==> src/design/vsar_pkg.sv <==
// Shared types and constants of the video scroll and address unit.
`timescale 1ns / 1ps
`default_nettype none

package vsar_pkg;

  // Palette geometry
  localparam int PALETTE_ENTRIES_DEF = 32;
  localparam int COLOR_W             = 6;

  // Item kinds, carried on s_tuser
  typedef enum logic [2:0] {
    KIND_REG_WRITE  = 3'd0,
    KIND_REG_READ   = 3'd1,
    KIND_FRAME      = 3'd2,
    KIND_LINE_START = 3'd3,
    KIND_LINE_END   = 3'd4
  } kind_t;

  // External memory request codes, carried on m_tuser
  typedef enum logic [1:0] {
    REQ_NONE  = 2'd0,
    REQ_READ  = 2'd1,
    REQ_WRITE = 2'd2
  } mem_req_t;

  // Video register numbers
  localparam logic [2:0] REG_CTRL   = 3'd0;
  localparam logic [2:0] REG_MASK   = 3'd1;
  localparam logic [2:0] REG_STATUS = 3'd2;
  localparam logic [2:0] REG_SCROLL = 3'd5;
  localparam logic [2:0] REG_ADDR   = 3'd6;
  localparam logic [2:0] REG_DATA   = 3'd7;

  // Address map and stepping
  localparam logic [13:0] PALETTE_BASE = 14'h3f00;
  localparam logic [14:0] STEP_COLUMN  = 15'd1;
  localparam logic [14:0] STEP_ROW     = 15'd32;
  localparam logic [4:0]  ROW_LAST     = 5'd29;
  localparam logic [4:0]  ROW_MAX      = 5'd31;
  localparam logic [2:0]  FINE_Y_MAX   = 3'd7;

endpackage

`default_nettype wire

==> src/design/vsar_palette.sv <==
// Palette store with per-entry valid bits; unwritten entries read as zero.
`timescale 1ns / 1ps
`default_nettype none

module vsar_palette #(
  parameter int ENTRIES = vsar_pkg::PALETTE_ENTRIES_DEF
) (
  input  wire logic                        clk,
  input  wire logic                        rst,
  input  wire logic                        wr_en,
  input  wire logic [$clog2(ENTRIES)-1:0]  wr_index,
  input  wire logic [vsar_pkg::COLOR_W-1:0] wr_data,
  input  wire logic [$clog2(ENTRIES)-1:0]  rd_index,
  output logic      [vsar_pkg::COLOR_W-1:0] rd_data
);

  logic [vsar_pkg::COLOR_W-1:0] store [ENTRIES];
  logic [ENTRIES-1:0]           valid;

  always_ff @(posedge clk) begin
    if (rst) begin
      valid <= '0;
    end else if (wr_en) begin
      valid[wr_index] <= 1'b1;
    end
  end

  always_ff @(posedge clk) begin
    if (wr_en) begin
      store[wr_index] <= wr_data;
    end
  end

  assign rd_data = valid[rd_index] ? store[rd_index] : '0;

endmodule

`default_nettype wire

==> src/design/video_scroll_address_registers.sv <==
// Top level of the video scroll and address unit.
`timescale 1ns / 1ps
`default_nettype none

// Keeps the current and temporary VRAM addresses, fine X, the write toggle,
// increment mode, rendering enables and the palette. Each item on the slave
// stream is a CPU register access or a raster event and gives exactly one
// result item on the master stream, in the cycle after acceptance. An item is
// taken in every cycle: s_tready is low only while the single result register
// holds a result that the sink has not yet taken. Palette accesses through
// register 7 are served inside; other register 7 accesses leave as memory
// requests. Reset clears the palette at once through per-entry valid bits, so
// the block takes items as soon as reset is released.
module video_scroll_address_registers #(
  parameter int PALETTE_ENTRIES = vsar_pkg::PALETTE_ENTRIES_DEF
) (
  input  wire logic        clk,
  input  wire logic        rst,
  input  wire logic        s_tvalid,
  output logic             s_tready,
  input  wire logic [15:0] s_tdata,   // reg_index[2:0], write_data[10:3], zero
  input  wire logic [2:0]  s_tuser,   // kind[2:0]
  output logic             m_tvalid,
  input  wire logic        m_tready,
  output logic [47:0]      m_tdata,   // mem_address[13:0], mem_data[21:14],
                                      // read_data[27:22], current_address[42:28],
                                      // fine_scroll_x[45:43], zero
  output logic [1:0]       m_tuser    // mem_request[1:0]
);

  localparam int IDX_W = $clog2(PALETTE_ENTRIES);

  // Architectural state
  logic [14:0] cur_addr;
  logic [14:0] tmp_addr;
  logic [2:0]  fine_x;
  logic        write_toggle;
  logic        step_by_row;
  logic        show_bg;
  logic        show_spr;

  logic [14:0] cur_addr_next;
  logic [14:0] tmp_addr_next;
  logic [2:0]  fine_x_next;
  logic        write_toggle_next;
  logic        step_by_row_next;
  logic        show_bg_next;
  logic        show_spr_next;

  // Result register
  vsar_pkg::mem_req_t           out_req;
  logic [13:0]                  out_mem_addr;
  logic [7:0]                   out_mem_data;
  logic [vsar_pkg::COLOR_W-1:0] out_read_data;
  logic [14:0]                  out_cur_addr;
  logic [2:0]                   out_fine_x;

  vsar_pkg::mem_req_t           req_next;
  logic [13:0]                  mem_addr_next;
  logic [7:0]                   mem_data_next;
  logic [vsar_pkg::COLOR_W-1:0] read_data_next;

  logic                         accept;
  vsar_pkg::kind_t              kind;
  logic [2:0]                   reg_index;
  logic [7:0]                   wdata;
  logic [13:0]                  access_addr;
  logic                         in_palette;
  logic [4:0]                   pal_addr;
  logic [IDX_W-1:0]             pal_idx;
  logic                         pal_wr;
  logic [vsar_pkg::COLOR_W-1:0] pal_rd_data;
  logic [14:0]                  stepped_addr;
  logic [14:0]                  vert_addr;
  logic                         drawing;

  assign s_tready = !m_tvalid || m_tready;
  assign accept   = s_tvalid && s_tready;

  assign kind      = vsar_pkg::kind_t'(s_tuser);
  assign reg_index = s_tdata[2:0];
  assign wdata     = s_tdata[10:3];

  assign access_addr  = cur_addr[13:0];
  assign in_palette   = access_addr >= vsar_pkg::PALETTE_BASE;
  assign stepped_addr = cur_addr + (step_by_row ? vsar_pkg::STEP_ROW : vsar_pkg::STEP_COLUMN);
  assign drawing      = show_bg || show_spr;

  // Backdrop entries mirror: drop bit 4 when the low two bits are zero
  always_comb begin
    pal_addr = access_addr[4:0];
    if (pal_addr[1:0] == 2'b00) begin
      pal_addr[4] = 1'b0;
    end
  end
  assign pal_idx = pal_addr[IDX_W-1:0];

  // Advance fine Y, then the coarse row with its nametable wrap
  always_comb begin
    if (cur_addr[14:12] == vsar_pkg::FINE_Y_MAX) begin
      vert_addr = {3'b000, cur_addr[11:0]};
      if (cur_addr[9:5] == vsar_pkg::ROW_LAST) begin
        vert_addr[9:5] = 5'd0;
        vert_addr[11]  = ~cur_addr[11];
      end else if (cur_addr[9:5] == vsar_pkg::ROW_MAX) begin
        vert_addr[9:5] = 5'd0;
      end else begin
        vert_addr[9:5] = cur_addr[9:5] + 5'd1;
      end
    end else begin
      vert_addr = {cur_addr[14:12] + 3'd1, cur_addr[11:0]};
    end
  end

  always_comb begin
    cur_addr_next     = cur_addr;
    tmp_addr_next     = tmp_addr;
    fine_x_next       = fine_x;
    write_toggle_next = write_toggle;
    step_by_row_next  = step_by_row;
    show_bg_next      = show_bg;
    show_spr_next     = show_spr;
    req_next          = vsar_pkg::REQ_NONE;
    mem_addr_next     = '0;
    mem_data_next     = '0;
    read_data_next    = '0;
    pal_wr            = 1'b0;
    case (kind)
      vsar_pkg::KIND_REG_WRITE: begin
        case (reg_index)
          vsar_pkg::REG_CTRL: begin
            step_by_row_next     = wdata[2];
            tmp_addr_next[11:10] = wdata[1:0];
          end
          vsar_pkg::REG_MASK: begin
            show_spr_next = wdata[4];
            show_bg_next  = wdata[3];
          end
          vsar_pkg::REG_SCROLL: begin
            write_toggle_next = ~write_toggle;
            if (!write_toggle) begin
              tmp_addr_next[4:0] = wdata[7:3];
              fine_x_next        = wdata[2:0];
            end else begin
              tmp_addr_next = {wdata[2:0], tmp_addr[11:10], wdata[7:3], tmp_addr[4:0]};
            end
          end
          vsar_pkg::REG_ADDR: begin
            write_toggle_next = ~write_toggle;
            if (!write_toggle) begin
              tmp_addr_next = {1'b0, wdata[5:0], tmp_addr[7:0]};
            end else begin
              tmp_addr_next = {tmp_addr[14:8], wdata};
              cur_addr_next = {tmp_addr[14:8], wdata};
            end
          end
          vsar_pkg::REG_DATA: begin
            cur_addr_next = stepped_addr;
            if (in_palette) begin
              pal_wr = 1'b1;
            end else begin
              req_next      = vsar_pkg::REQ_WRITE;
              mem_addr_next = access_addr;
              mem_data_next = wdata;
            end
          end
          default: begin
          end
        endcase
      end
      vsar_pkg::KIND_REG_READ: begin
        if (reg_index == vsar_pkg::REG_STATUS) begin
          write_toggle_next = 1'b0;
        end else if (reg_index == vsar_pkg::REG_DATA) begin
          cur_addr_next = stepped_addr;
          if (in_palette) begin
            read_data_next = pal_rd_data;
          end else begin
            req_next      = vsar_pkg::REQ_READ;
            mem_addr_next = access_addr;
          end
        end
      end
      vsar_pkg::KIND_FRAME: begin
        if (drawing) begin
          cur_addr_next = tmp_addr;
        end
      end
      vsar_pkg::KIND_LINE_START: begin
        if (drawing) begin
          cur_addr_next = {cur_addr[14:11], tmp_addr[10], cur_addr[9:5], tmp_addr[4:0]};
        end
      end
      vsar_pkg::KIND_LINE_END: begin
        if (drawing) begin
          cur_addr_next = vert_addr;
        end
      end
      default: begin
      end
    endcase
  end

  vsar_palette #(
    .ENTRIES (PALETTE_ENTRIES)
  ) u_palette (
    .clk      (clk),
    .rst      (rst),
    .wr_en    (accept && pal_wr),
    .wr_index (pal_idx),
    .wr_data  (wdata[vsar_pkg::COLOR_W-1:0]),
    .rd_index (pal_idx),
    .rd_data  (pal_rd_data)
  );

  always_ff @(posedge clk) begin
    if (rst) begin
      cur_addr     <= '0;
      tmp_addr     <= '0;
      fine_x       <= '0;
      write_toggle <= 1'b0;
      step_by_row  <= 1'b0;
      show_bg      <= 1'b0;
      show_spr     <= 1'b0;
      m_tvalid     <= 1'b0;
    end else begin
      if (accept) begin
        cur_addr     <= cur_addr_next;
        tmp_addr     <= tmp_addr_next;
        fine_x       <= fine_x_next;
        write_toggle <= write_toggle_next;
        step_by_row  <= step_by_row_next;
        show_bg      <= show_bg_next;
        show_spr     <= show_spr_next;
        m_tvalid     <= 1'b1;
      end else if (m_tready) begin
        m_tvalid <= 1'b0;
      end
    end
  end

  // Hold the result until taken; load a fresh one on each accepted item
  always_ff @(posedge clk) begin
    if (accept) begin
      out_req       <= req_next;
      out_mem_addr  <= mem_addr_next;
      out_mem_data  <= mem_data_next;
      out_read_data <= read_data_next;
      out_cur_addr  <= cur_addr_next;
      out_fine_x    <= fine_x_next;
    end
  end

  assign m_tuser = out_req;
  assign m_tdata = {2'b00, out_fine_x, out_cur_addr, out_read_data, out_mem_data, out_mem_addr};

  // Checks
  assert property (@(posedge clk) disable iff (rst)
    s_tvalid && s_tready |=> m_tvalid)
    else $error("accepted item produced no result");

  assert property (@(posedge clk) disable iff (rst)
    m_tvalid && m_tuser != vsar_pkg::REQ_NONE |-> m_tdata[13:0] < vsar_pkg::PALETTE_BASE)
    else $error("external request aimed at palette range");

  assert property (@(posedge clk) disable iff (rst)
    m_tvalid && m_tuser != vsar_pkg::REQ_NONE |-> m_tdata[27:22] == '0)
    else $error("palette data on an external request");

  assert property (@(posedge clk) disable iff (rst)
    m_tvalid && m_tuser != vsar_pkg::REQ_WRITE |-> m_tdata[21:14] == '0)
    else $error("write data without a write request");

endmodule

`default_nettype wire

==> config.mk <==
export PLATFORM = sky130hd
export DESIGN_NAME = video_scroll_address_registers
export DESIGN_NICKNAME = d
export VERILOG_FILES = /design/src/design/vsar_pkg.sv /design/src/design/vsar_palette.sv /design/src/design/video_scroll_address_registers.sv
export SDC_FILE = /design/constraint.sdc
export NUM_CORES = 1
export LEC_CHECK = 0
export BUFFER_PORTS_ARGS = -buffer_cell sky130_fd_sc_hd__buf_2
export CAP_MARGIN = 0
export CORE_AREA = 2 2 147 149
export CTS_BUF_LIST = sky130_fd_sc_hd__clkbuf_16
export CTS_CLUSTER_DIAMETER = 100
export DETAILED_ROUTE_END_ITERATION = 6
export DIE_AREA = 0 0 149 151
export PLACE_DENSITY_LB_ADDON = 0.12
export SYNTH_ARGS = -nofsm -noshare
export SYNTH_HDL_FRONTEND = slang
export SYNTH_SLANG_ARGS = --single-unit
==> constraint.sdc <==
create_clock -name clk -period 3.5 [get_ports clk]
set_clock_uncertainty 0.05 [all_clocks]
set_input_delay 0.7 -clock clk [delete_from_list [all_inputs] [get_ports clk]]
set_output_delay 0.7 -clock clk [all_outputs]
set_load 0.005 [all_outputs]
# --- After elaboration in Yosys (flattened, before gate mapping) ---
# Memories as Yosys holds them, arrays and structs flattened. A register that Yosys moved wholly into a read port is not among the register bits.
# Cells that the tools add are included.
word_totals:
  ff_bits: 112
  ramBits: 192
  input_bits: 23
  output_inout_bits: 52
  word_cells: 121
  mem_count: 1
memory_table:
  columns: ["name", "depth", "word_bits", "read_ports", "rd_clocked_by_memory_dff", "write_ports", "line", "source"]
  rows:
  - ["u_palette.store", 32, 6, 1, 1, 1, "vsar_palette.sv:17", "logic [vsar_pkg::COLOR_W-1:0] store [ENTRIES];"]
classes:
  addsub: 3
  n_lt_le_gt_ge: 3
  eq_ne: 18
  mux: 47
  n_bitwise: 9
  n_reduce_logical: 23
ops:
  columns: ["cell", "count"]
  rows:
  - ["two-way mux 15 bit", 7]
  - ["case mux 15 bit (5 select lines)", 1]
  - ["two-way mux 14 bit", 3]
  - ["OR 32 bit", 1]
  - ["case mux 15 bit (2 select lines)", 1]
  - ["case mux 14 bit (2 select lines)", 1]
  - ["case mux 10 bit (2 select lines)", 1]
  - ["AND reduction 5 bit", 4]
  - ["two-way mux 1 bit", 16]
  - ["adder 15 x 6 -> 15 bit", 1]
  - ["equality test 3 bit (second input constant)", 5]
  - ["two-way mux 5 bit", 3]
  - ["greater-or-equal comparator 14 bit (second input constant)", 1]
  - ["!= test 2 bit (second input constant)", 6]
  - ["two-way mux 11 bit", 1]
  - ["equality test 5 bit (second input constant)", 2]
  - ["two-way mux 10 bit", 1]
  - ["equality test 3 x 2 -> 1 bit (second input constant)", 3]
  - ["two-way mux 3 bit", 3]
  - ["inverter 1 bit", 8]
  - ["nonzero test 2 bit", 4]
  - ["equality test 3 x 1 -> 1 bit (second input constant)", 2]
  - ["logical NOT 3 bit", 2]
  - ["< comparator 5 x 6 -> 1 bit (second input constant)", 1]
  - ["other kinds (20)", 25]

# --- Longest topological paths before layout ---
# Gate-level depths: netlist of run 1.
depth:
  depth_word: 7
  ltp_mapped: 10
  mapped_depth_nobuf: 9

# --- Modules after synthesis ---
# From an unflattened synthesis of run 1, not the netlist that was laid out.
hier_totals:
  hier_cells: 1005
  area_unflattened_um2: 13654.3
modules_own_cells:
  columns: ["mod", "instances", "cells_each", "area_per_inst_um2", "seq_area_each_um2"]
  rows:
  - ["vsar_palette", 1, 515, 8932.3, 6406.1]
  - ["video_scroll_address_registers", 1, 490, 4722.0, 2202.1]

# --- Least setup slack after synthesis of run 1 ---
# Ideal clock, no wire load.
synth_path:
  path_kind: "input -> register"
  startpoint: "input port m_tready"
  endpoint: "register write_toggle"
  setup_time_ps: 219
  arrival_time_ps: 2828
  t_required_ps: 3231
  setup_slack_ps: 403
  stages: 5
  path_buffers: 1
  path_cell_list: "nand2b_1 nand2_1 clkinv_1 clkbuf_1 a311oi_1"
synth_between:
  elab_chain_len: 3
synth_lines:
  columns: ["element", "line", "source"]
  rows:
  - ["start: declaration", "video_scroll_address_registers.sv:24", "input wire logic m_tready,"]
  - ["logical OR 1 bit", "video_scroll_address_registers.sv:77", "assign s_tready = !m_tvalid || m_tready;"]
  - ["logical AND 1 bit", "video_scroll_address_registers.sv:78", "assign accept = s_tvalid && s_tready;"]
  - ["named net accept", "video_scroll_address_registers.sv:63", "logic accept;"]
  - ["AND reduction 4 bit (no source line)", null, null]
  - ["end signal: assignment", "video_scroll_address_registers.sv:231", "write_toggle <= write_toggle_next;"]
  - ["end: declaration", "video_scroll_address_registers.sv:37", "logic write_toggle;"]
# The timed path passes the listed nets, and every way through them passes these cells.
# A chain may end at the register's enable or synchronous reset.

# --- Final worst setup path of run 1 ---
layout_path:
  startpoint: "register cur_addr[0]"
  endpoint: "register out_cur_addr[10] (data pin)"
layout_between:
  elab_chain_len: 4
  word_cells_on_any_way: 5
  cone_classes: "add/sub: 1; mux: 4"
layout_lines:
  columns: ["element", "line", "source"]
  rows:
  - ["start: declaration", "video_scroll_address_registers.sv:34", "logic [14:0] cur_addr;"]
  - ["start signal: assignment", "video_scroll_address_registers.sv:228", "cur_addr <= cur_addr_next;"]
  - ["adder 15 x 6 -> 15 bit *", "video_scroll_address_registers.sv:86", "assign stepped_addr = cur_addr + (step_by_row ? vsar_pkg::STEP_ROW : vsar_pkg::STEP_COLUMN);"]
  - ["two-way mux 15 bit", "video_scroll_address_registers.sv:174", "end else if (reg_index == vsar_pkg::REG_DATA) begin"]
  - ["two-way mux 15 bit", "video_scroll_address_registers.sv:172", "if (reg_index == vsar_pkg::REG_STATUS) begin"]
  - ["case mux 15 bit (5 select lines) *", "video_scroll_address_registers.sv:128", "case (kind)"]
  - ["named net cur_addr_next[10]", "video_scroll_address_registers.sv:42", "logic [14:0] cur_addr_next;"]
  - ["end signal: assignment", "video_scroll_address_registers.sv:249", "out_cur_addr <= cur_addr_next;"]
  - ["end: declaration", "video_scroll_address_registers.sv:55", "logic [14:0] out_cur_addr;"]
# The timed path passes the listed nets; every way through them passes the cells marked *.

==> metrics.cfg, run 1 <==
[synth]
synthCells = 953
synth-seq-cells = 282
synthTopCellsByArea = edfxtp_1 (52%), dfxtp_1 (11%), mux4_2 (4.2%)
ys_seq_area_frac = 0.629
synth_ff_type = edfxtp_1
yosysTopAreaCellShare = 0.523
yosysUniqueCellTypes = 64
avgSynthCellArea_um2 = 13.0
synth.largest_area_cell = edfxtp_1
yosys_warnings = 0
async_flop_share = 0
synth_edf_count = 216
syn_area_um2 = 12400

[power]
p_total_mw = 7.03
power_per_cell_area_nw_per_um2 = 504
vdd_drop_max_v = 0.000422
p_leak_nw = 4.85

[timing]
hold_viol = 0
rsz0062_at_grt = false
worstMarginPinSlew_ps = 872
slew_violations = 0
hold_ws_ps = 337
setup_slack_ps = 552
relSlewSlack = 0.418
period_share = 0.842
period_minus_slack_ps = 2950
tns_ps = 0
setup_viol = 0
fmax_ghz = 0.339

[critical_path]
worstPathMaxFanout = 24
rrSetupSlack_ps = 550
worstSetupStartpointType = register
worstSetupPathType = reg2reg
cp.required_ps = 3880
crit_arrival_ps = 3330
end_kind = register

[grt]
grt_pass1_vias = 7741
grt-ovfl-total = 0
antenna_found_initial = 0
grt_max_degree = 66
track_usage = 0.257
grt_pass1_wl_um = 43900

[placed_design]
place_hpwl_um = 18300
placed_cell_area_um2 = 13100
port_buffers = 67
routabilityCongestion = 0.908
dp_slack_ps = 387
dp_cells = 1269

[cells_and_area]
final_common_cell = edfxtp_1
syn2layout_area_growth_pct = 12.3
most-common-layout-cells = edfxtp_1 (216), nor2_1 (117), buf_2 (67)
final_area_um2 = 13900
fillerInstances = 1594
n_antenna_cell = 0
fin_cells = 1315
utilization = 0.669
final_layout_size_suffix_gt1_frac = 0.205
fin_nets = 1055

[cts]
cts_setup_buffers = 0
cts_root_buf = clkbuf_16
cts_tree = yes
clkSlewWorstSetupHoldPaths_ps = 70
cts_made_buffers = 28
clock_latency_ps = 560
cts_sinks = 282
hold_buffers = 0
clock_path_buffers = 3
cts-resized-gates = 0
cts-htree-levels = 1

[drt]
dr.pass1.iters = 6
ant_nets = 0
drtIter0Drc = 843
vias_per_cell = 6.29
drcViolationCount = 0
drt-total-wl_um = 28500
vias = 8277
post_drt_wl_per_cell_um = 21.7

[hold_path]
hp-class = in2reg

[flow_run]
max_cap_viol_count = 0

[status]
status = complete, no violations

[floorplanning]
die-width_um = 149
dieArea_um2 = 22500
num_io_pins = 75
rows = 53
core_area_um2 = 20800
die_y_um = 151
start_util = 0.596

## cells by family after synthesis
family                     count (synthesis)  synth area share
DFF                                      282             0.629
muxes                                     72             0.100
xor gates and xnor gates                   2           0.00141
buffers and inverters                     80            0.0310
adders and majority gates                  8           0.00807
AOI/OAI and AO/OA                        217             0.117
and+or+nand+nor                          291             0.113
other                                      1          0.000302
## synthesized netlist by cell type (10+ instances only)
library cell	count
edfxtp_1	216
nor2_1	117
dfxtp_1	66
a21oi_1	62
nand2_1	50
clkbuf_1	38
and2_1	33
mux2_2	32
a22oi_1	31
o21ai_0	25
mux4_2	23
a211oi_1	21
a221oi_1	20
buf_2	20
nand3_1	15
nand2b_1	14
mux4_1	12
inv_1	11
nor3_1	11
and3_1	10
nor2b_1	10
## critical path: stages (launching register included)
cell,delay [ps]
dfxtp_2,750
ha_1,310
ha_1,240
nand3_1,130
o21ai_1,490
nand2_1,160
o41ai_1,550
a21o_1,140
## area by class of cell
cell class	instances	area, um2	area share
multi-input cells	592	4220	0.303
clock buffers	28	701	0.0503
inverters	12	45.0	0.00323
well taps	275	344	0.0247
repair buffers	108	656	0.0471
clock inverters	18	150	0.0108
flip-flops and latches	282	7810	0.561
## final timing paths
kind	startpoint	cells after the start	end
worst max-delay path	cur_addr[0]$_SDFFE_PP0P_	7	out_cur_addr[10]$_DFFE_PP_
worst max register to register	cur_addr[0]$_SDFFE_PP0P_	7	out_cur_addr[10]$_DFFE_PP_
worst min register to register	fine_x[0]$_SDFFE_PP0P_	2	fine_x[0]$_SDFFE_PP0P_
worst min-delay path	s_tvalid	3	m_tvalid$_SDFFE_PP0P_
## flip-flops by register name (all words and copies together), names as in the netlist, 2 cells and up
name,count
cur_addr,15
fine_x,3
m_tuser,2
out_cur_addr,15
out_fine_x,3
out_mem_addr,14
out_mem_data,8
out_read_data,6
tmp_addr,15
u_palette.store,168
u_palette.valid,28
## where the power goes
group / internal [mW] / switching [mW]
Clock: 1.59 / 1.24
Sequential: 3.64 / 0.0553
Combinational: 0.190 / 0.305
## per-layer routing
| metal | global-route usage | vias up | share of wire |
|---|---|---|---|
| met5 | 0 | - | 0 |
| met4 | 0.0600 | 0 | 0.020 |
| met3 | 0.0431 | 41 | 0.081 |
| met2 | 0.405 | 326 | 0.46 |
| met1 | 0.379 | 4106 | 0.44 |
| li1 | - | 3804 | - |
No activity file was read; power rests on OpenSTA's default activity.
==> run 2: changes to the inputs <==
CORE_AREA = 2 2 155 157   (was 2 2 147 149)
DIE_AREA = 0 0 157 159   (was 0 0 149 151)
clock period = 2.4 ns   (was 3.5 ns; I/O delays follow)
==> run 2 against run 1 <==
Compared with the run above: global-route usage decreased by 2.0 points; cell area increased by 6.4%; register-to-register slack got worse by 480 ps; sequential share of layout area decreased by 3.4 points; hold slack got worse by 210 ps; non-clock buffer count increased by 58; sequential power increased by 45%; critical endpoint is now cur_addr[8]$_SDFFE_PP0P_; largest cell class unchanged.
==> metrics.cfg, run 2 (synthesis gave the netlist of run 1 again) <==
[grt]
grt_pass1_wl_um = 45700  ; +3.9%
antenna_found_initial = 0  ; unchanged
track_usage = 0.237  ; -0.0197
grt_pass1_vias = 7999  ; +3.3%
grt-ovfl-total = 0  ; unchanged
grt_max_degree = 68  ; +3.0%

[placed_design]
dp_cells = 1371  ; +8.0%
place_hpwl_um = 19600  ; +7.1%
dp_slack_ps = -7.86  ; -395 ps
routabilityCongestion = 0.897  ; -1.3%
port_buffers = 67  ; unchanged

[cells_and_area]
syn2layout_area_growth_pct = 19.5
reg_top3 = u_palette.store: 168 flops, u_palette.valid: 28 flops
largest_register_ffs = 168  ; unchanged
utilization = 0.639  ; -0.0298
final_layout_size_suffix_gt1_frac = 0.260  ; +0.0551
largest_register = u_palette.store
fin_nets = 1115  ; +5.7%
n_antenna_cell = 0  ; unchanged
fin_cells = 1427  ; +8.5%
final_common_cell = edfxtp_1
most-common-layout-cells = edfxtp_1 (216), nor2_1 (117), buf_4 (90)

[critical_path]
cp.required_ps = 2800  ; -1080 ps
rrSetupSlack_ps = 70  ; -480 ps
worstSetupPathType = reg2reg
worstSetupStartpointType = register
worstPathMaxFanout = 8  ; -67%
crit_arrival_ps = 2730  ; -600 ps
end_kind = register

[drt]
drcViolationCount = 0  ; unchanged
ant_nets = 0  ; unchanged
vias_per_cell = 5.87  ; -6.7%
vias = 8376  ; +1.2%
post_drt_wl_per_cell_um = 20.7  ; -4.5%
drtIter0Drc = 659  ; -22%
dr.pass1.iters = 5  ; -1
drt-total-wl_um = 29500  ; +3.6%

[timing]
fmax_ghz = 0.429  ; +27%
period_share = 0.970  ; +0.128
setup_slack_ps = 70.9  ; -481 ps
worstMarginPinSlew_ps = 789  ; -83.2 ps
slew_violations = 0  ; unchanged
setup_viol = 0  ; unchanged
relSlewSlack = 0.474  ; +0.0555
hold_viol = 0  ; unchanged
period_minus_slack_ps = 2330  ; -619 ps

[cts]
clock_latency_ps = 560  ; about the same
hold_buffers = 0  ; unchanged
cts_root_buf = clkbuf_16
cts_made_buffers = 30  ; +7.1%
cts-resized-gates = 0  ; unchanged
cts_sinks = 282  ; unchanged
cts_setup_buffers = 0  ; unchanged
clock_path_buffers = 3  ; unchanged
cts-htree-levels = 1  ; unchanged
clkSlewWorstSetupHoldPaths_ps = 60  ; about the same
cts_tree = yes

[power]
power_per_cell_area_nw_per_um2 = 767  ; +52%
vdd_drop_max_v = 0.000714  ; +69%
p_leak_nw = 5.35  ; +10%

[flow_run]
max_cap_viol_count = 0  ; unchanged

[floorplanning]
rows = 56  ; +5.7%
die-width_um = 157  ; +5.4%
die_y_um = 159  ; +5.3%
core_area_um2 = 23200  ; +11%
dieArea_um2 = 25000  ; +11%
num_io_pins = 75  ; unchanged
start_util = 0.535  ; -0.0609

[status]
status = complete, no violations

[hold_path]
hp-class = in2reg

run 2: final timing paths:
path	startpoint	to	depth (start not counted)
setup / recovery	cur_addr[5]$_SDFFE_PP0P_	cur_addr[8]$_SDFFE_PP0P_	9
setup reg to reg	cur_addr[5]$_SDFFE_PP0P_	cur_addr[8]$_SDFFE_PP0P_	9
hold / removal	s_tvalid	m_tvalid$_SDFFE_PP0P_	3
hold reg to reg	u_palette.valid[14]$_SDFFE_PP0P_	u_palette.valid[14]$_SDFFE_PP0P_	2
run 2: final cells by class:
cell class                      instances  area, um2
Sequential cell                       282       7810
Inverter                               12       45.0
Clock inverter                         26        369
Tap cell                              319        399
Timing Repair Buffer                  166       1180
Clock buffer                           30        751
Multi-Input combinational cell        592       4270
Fill cell                            1795       8370
run 2: per-stage QoR:
step                total power, mW  setup TNS (ps)  hold WS, ps  area, um2
finish                         11.4               0          126      14800
global route                   11.7           -37.2          142      14800
CTS                            11.4               0          114      14800
detailed placement             6.30           -7.86          385      13700
global placement               6.28               0          387      13700
floorplan                      5.94               0          371      12400
run 2: critical path, stage by stage, from the launching register on:
cell	delay [ps]
dfxtp_1	530
ha_1	250
and3_1	160
ha_1	170
a41o_1	180
nand2b_1	130
a21oi_1	60
o21ai_0	260
o2111ai_2	220
o21a_1	210
run 2: metal layers:
metal | GRT usage | share of wire
met1 | 0.366 | 0.45
met2 | 0.357 | 0.46
met3 | 0.0381 | 0.066
met4 | 0.0525 | 0.018
met5 | 0 | 0
run 2: power breakdown:
| group | internal [mW] | switching, mW | leakage [nW] |
|---|---|---|---|
| Combinational | 0.341 | 0.501 | 2.26 |
| Clock | 3.25 | 1.92 | 0.564 |
| Sequential | 5.31 | 0.0441 | 2.53 |
| Total | 8.90 | 2.46 | 5.35 |
==> run 3: changes to the inputs <==
GPL_TIMING_DRIVEN = 0   (was default)
PLACE_DENSITY = 0.74   (was default)
PLACE_DENSITY_LB_ADDON = default   (was 0.12)
RECOVER_POWER = 100   (was default)
==> run 3 against run 2 <==
Compared with the run above: the run now ends with max-capacitance violations, max-slew violations left; non-clock buffer count down 21; largest cell class unchanged; critical endpoint is now u_palette.store[0][1]$_DFFE_PP_; register-to-register slack got worse by 40 ps; global-route usage is 1.3 points higher; sequential share of layout area is 0.65 points higher; final cell count is 2.0% lower; largest power group unchanged; critical path depth is 2 lower; highest routed layer unchanged; die area unchanged.
==> metrics.cfg, run 3 (synthesis gave the netlist of run 1 again) <==
[floorplanning]
die_y_um = 159  ; unchanged
die-width_um = 157  ; unchanged
dieArea_um2 = 25000  ; unchanged
start_util = 0.535  ; unchanged
num_io_pins = 75  ; unchanged
core_area_um2 = 23200  ; unchanged
rows = 56  ; unchanged

[timing]
period_minus_slack_ps = 2370  ; +36.4 ps
slew_violations = 179  ; +179
hold_viol = 0  ; unchanged
rsz0062_at_grt = true
period_share = 0.986  ; +0.0152
relSlewSlack = -0.175  ; -0.649
worstMarginPinSlew_ps = 1760  ; +974 ps
fmax_ghz = 0.423  ; -1.5%
tns_ps = 0  ; unchanged
setup_viol = 0  ; unchanged

[critical_path]
cp.required_ps = 2610  ; -190 ps
rrSetupSlack_ps = 30  ; -40 ps
end_kind = register
crit_path_top_delay_cell = nor2_1
r2r_cells = 7  ; -2
worstPathMaxFanout = 10  ; +2
crit_family = buffers and inverters
crit_arrival_ps = 2570  ; -160 ps
worstSetupStartpointType = register
worst-path-buf-inv = 4  ; +4
crit_chain = buf_2, buf_2, clkbuf_4, clkbuf_4, nor2_1, nand2_4, nor2_4
slowest_delay_ps = 340  ; -190 ps
cp_num_cells = 7  ; -2
worstSetupPathType = reg2reg
r2r_end = u_palette.store[0][1]$_DFFE_PP_
r2r-start = cur_addr[3]$_SDFFE_PP0P_

[cts]
clock_latency_ps = 560  ; about the same
cts_made_buffers = 28  ; -6.7%
cts_sinks = 282  ; unchanged
cts-htree-levels = 1  ; unchanged
cts_root_buf = clkbuf_16
cts_tree = yes
clkSlewWorstSetupHoldPaths_ps = 60  ; about the same
hold_buffers = 0  ; unchanged
clock_path_buffers = 3  ; unchanged

[drt]
ant_nets = 0  ; unchanged
vias = 8649  ; +3.3%
dr.pass1.iters = 5  ; unchanged
drt-total-wl_um = 31700  ; +7.1%
drcViolationCount = 0  ; unchanged
post_drt_wl_per_cell_um = 22.6  ; +9.4%
drtIter0Drc = 982  ; +49%
vias_per_cell = 6.19  ; +5.4%

[placed_design]
placed_cell_area_um2 = 13100  ; -3.8%
place_hpwl_um = 20700  ; +5.5%
dp_cells = 1337  ; -2.5%
port_buffers = 64  ; -4.5%
routabilityCongestion = 0.925  ; +3.2%

[hold_path]
whs_path_depth = 3  ; unchanged
hold_start = s_tvalid
hold_end = m_tvalid$_SDFFE_PP0P_
hp-class = in2reg

[grt]
grt_max_degree = 58  ; -15%
antenna_found_initial = 0  ; unchanged
grt_pass1_vias = 8262  ; +3.3%
grt_pass1_wl_um = 47700  ; +4.5%
track_usage = 0.250  ; +0.0133
grt-ovfl-total = 0  ; unchanged

[status]
violations = max-capacitance violations, max-slew violations
status = finished, violations left

[cells_and_area]
reg_top3 = u_palette.store: 168 flops, u_palette.valid: 28 flops
syn2layout_area_growth_pct = 18.0
largest_register_ffs = 168  ; unchanged
fin_nets = 1092  ; -2.1%
utilization = 0.631  ; -0.00777
final_area_um2 = 14600  ; -1.2%
largest_register = u_palette.store
final_layout_size_suffix_gt1_frac = 0.247  ; -0.0125
most-common-layout-cells = edfxtp_1 (216), nor2_1 (89), dfxtp_1 (63)
fin_cells = 1398  ; -2.0%
final_common_cell = edfxtp_1
n_antenna_cell = 0  ; unchanged

[flow_run]
max_cap_viol_count = 5  ; +5

[power]
p_leak_nw = 5.00  ; -6.5%
power_per_cell_area_nw_per_um2 = 716  ; -6.6%
p_total_mw = 10.5  ; -7.7%
vdd_drop_max_v = 0.000518  ; -27%

-- run 3: cell count changes in the layout (fill, tap and decap cells not counted), sizes merged --
cell,before,now
clkinvlp,0,2
inv,18,19
clkinv,11,8
bufinv,9,2
clkbuf,30,89
buf,166,85
-- run 3: what timing repair did --
item / 4_1_cts / 5_1_grt
endpoints found under the setup margin: 254 / 186
resized for setup: 101 / 62
pin swaps: 6 / 7
buffers inserted: 8 / 7
-- run 3: worst max-delay path by stage --
stage	start	to	slack, ps
2_1_floorplan	s_tuser[2]	u_palette.store[13][0]$_DFFE_PP_	30
3_3_place_gp	s_tuser[2]	u_palette.store[15][2]$_DFFE_PP_	-780
3_5_place_dp	s_tuser[2]	u_palette.store[4][0]$_DFFE_PP_	-840
4_1_cts	cur_addr[0]$_SDFFE_PP0P_	out_read_data[2]$_SDFFCE_PP0P_	8
5_1_grt	cur_addr[3]$_SDFFE_PP0P_	u_palette.store[0][1]$_DFFE_PP_	-10
6_report	cur_addr[3]$_SDFFE_PP0P_	u_palette.store[0][1]$_DFFE_PP_	30
-- run 3: per-stage QoR --
step                      hold WS, ps  worst slack (ps)
after floorplan                   371              34.1
after global placement            387              -777
after detailed placement          391              -839
after CTS                         120              7.86
after global routing              141             -11.2
final                             129              34.5
-- run 3: where the power goes --
group          internal, mW  switching (mW)
clock network          2.39            1.82
logic                 0.336           0.590
registers              5.32          0.0294
total                  8.05            2.44
-- run 3: worst reg2reg max path, cell delays in order, from the launching register on --
cell and delay [ps]:
dfxtp_1 290, buf_2 180, buf_2 240, clkbuf_4 270, clkbuf_4 280, nor2_1 340, nand2_4 170, nor2_4 250
-- run 3: final cells by class --
type	instances	area [um2]
fillers	1715	8550
flip-flops and latches	282	7810
multi-input cells	592	4630
clock buffers	29	726
plain buffers	66	434
repair buffers	79	432
well taps	319	399
clock inverters	19	160
inverters	12	47.5
-- run 3: layer usage --
metal | vias to the layer above | GRT usage | share of wire
li1 | 3860 | - | -
met1 | 4260 | 0.362 | 0.41
met2 | 470 | 0.392 | 0.47
met3 | 59 | 0.0386 | 0.096
met4 | 0 | 0.0826 | 0.024
met5 | - | 0 | 0
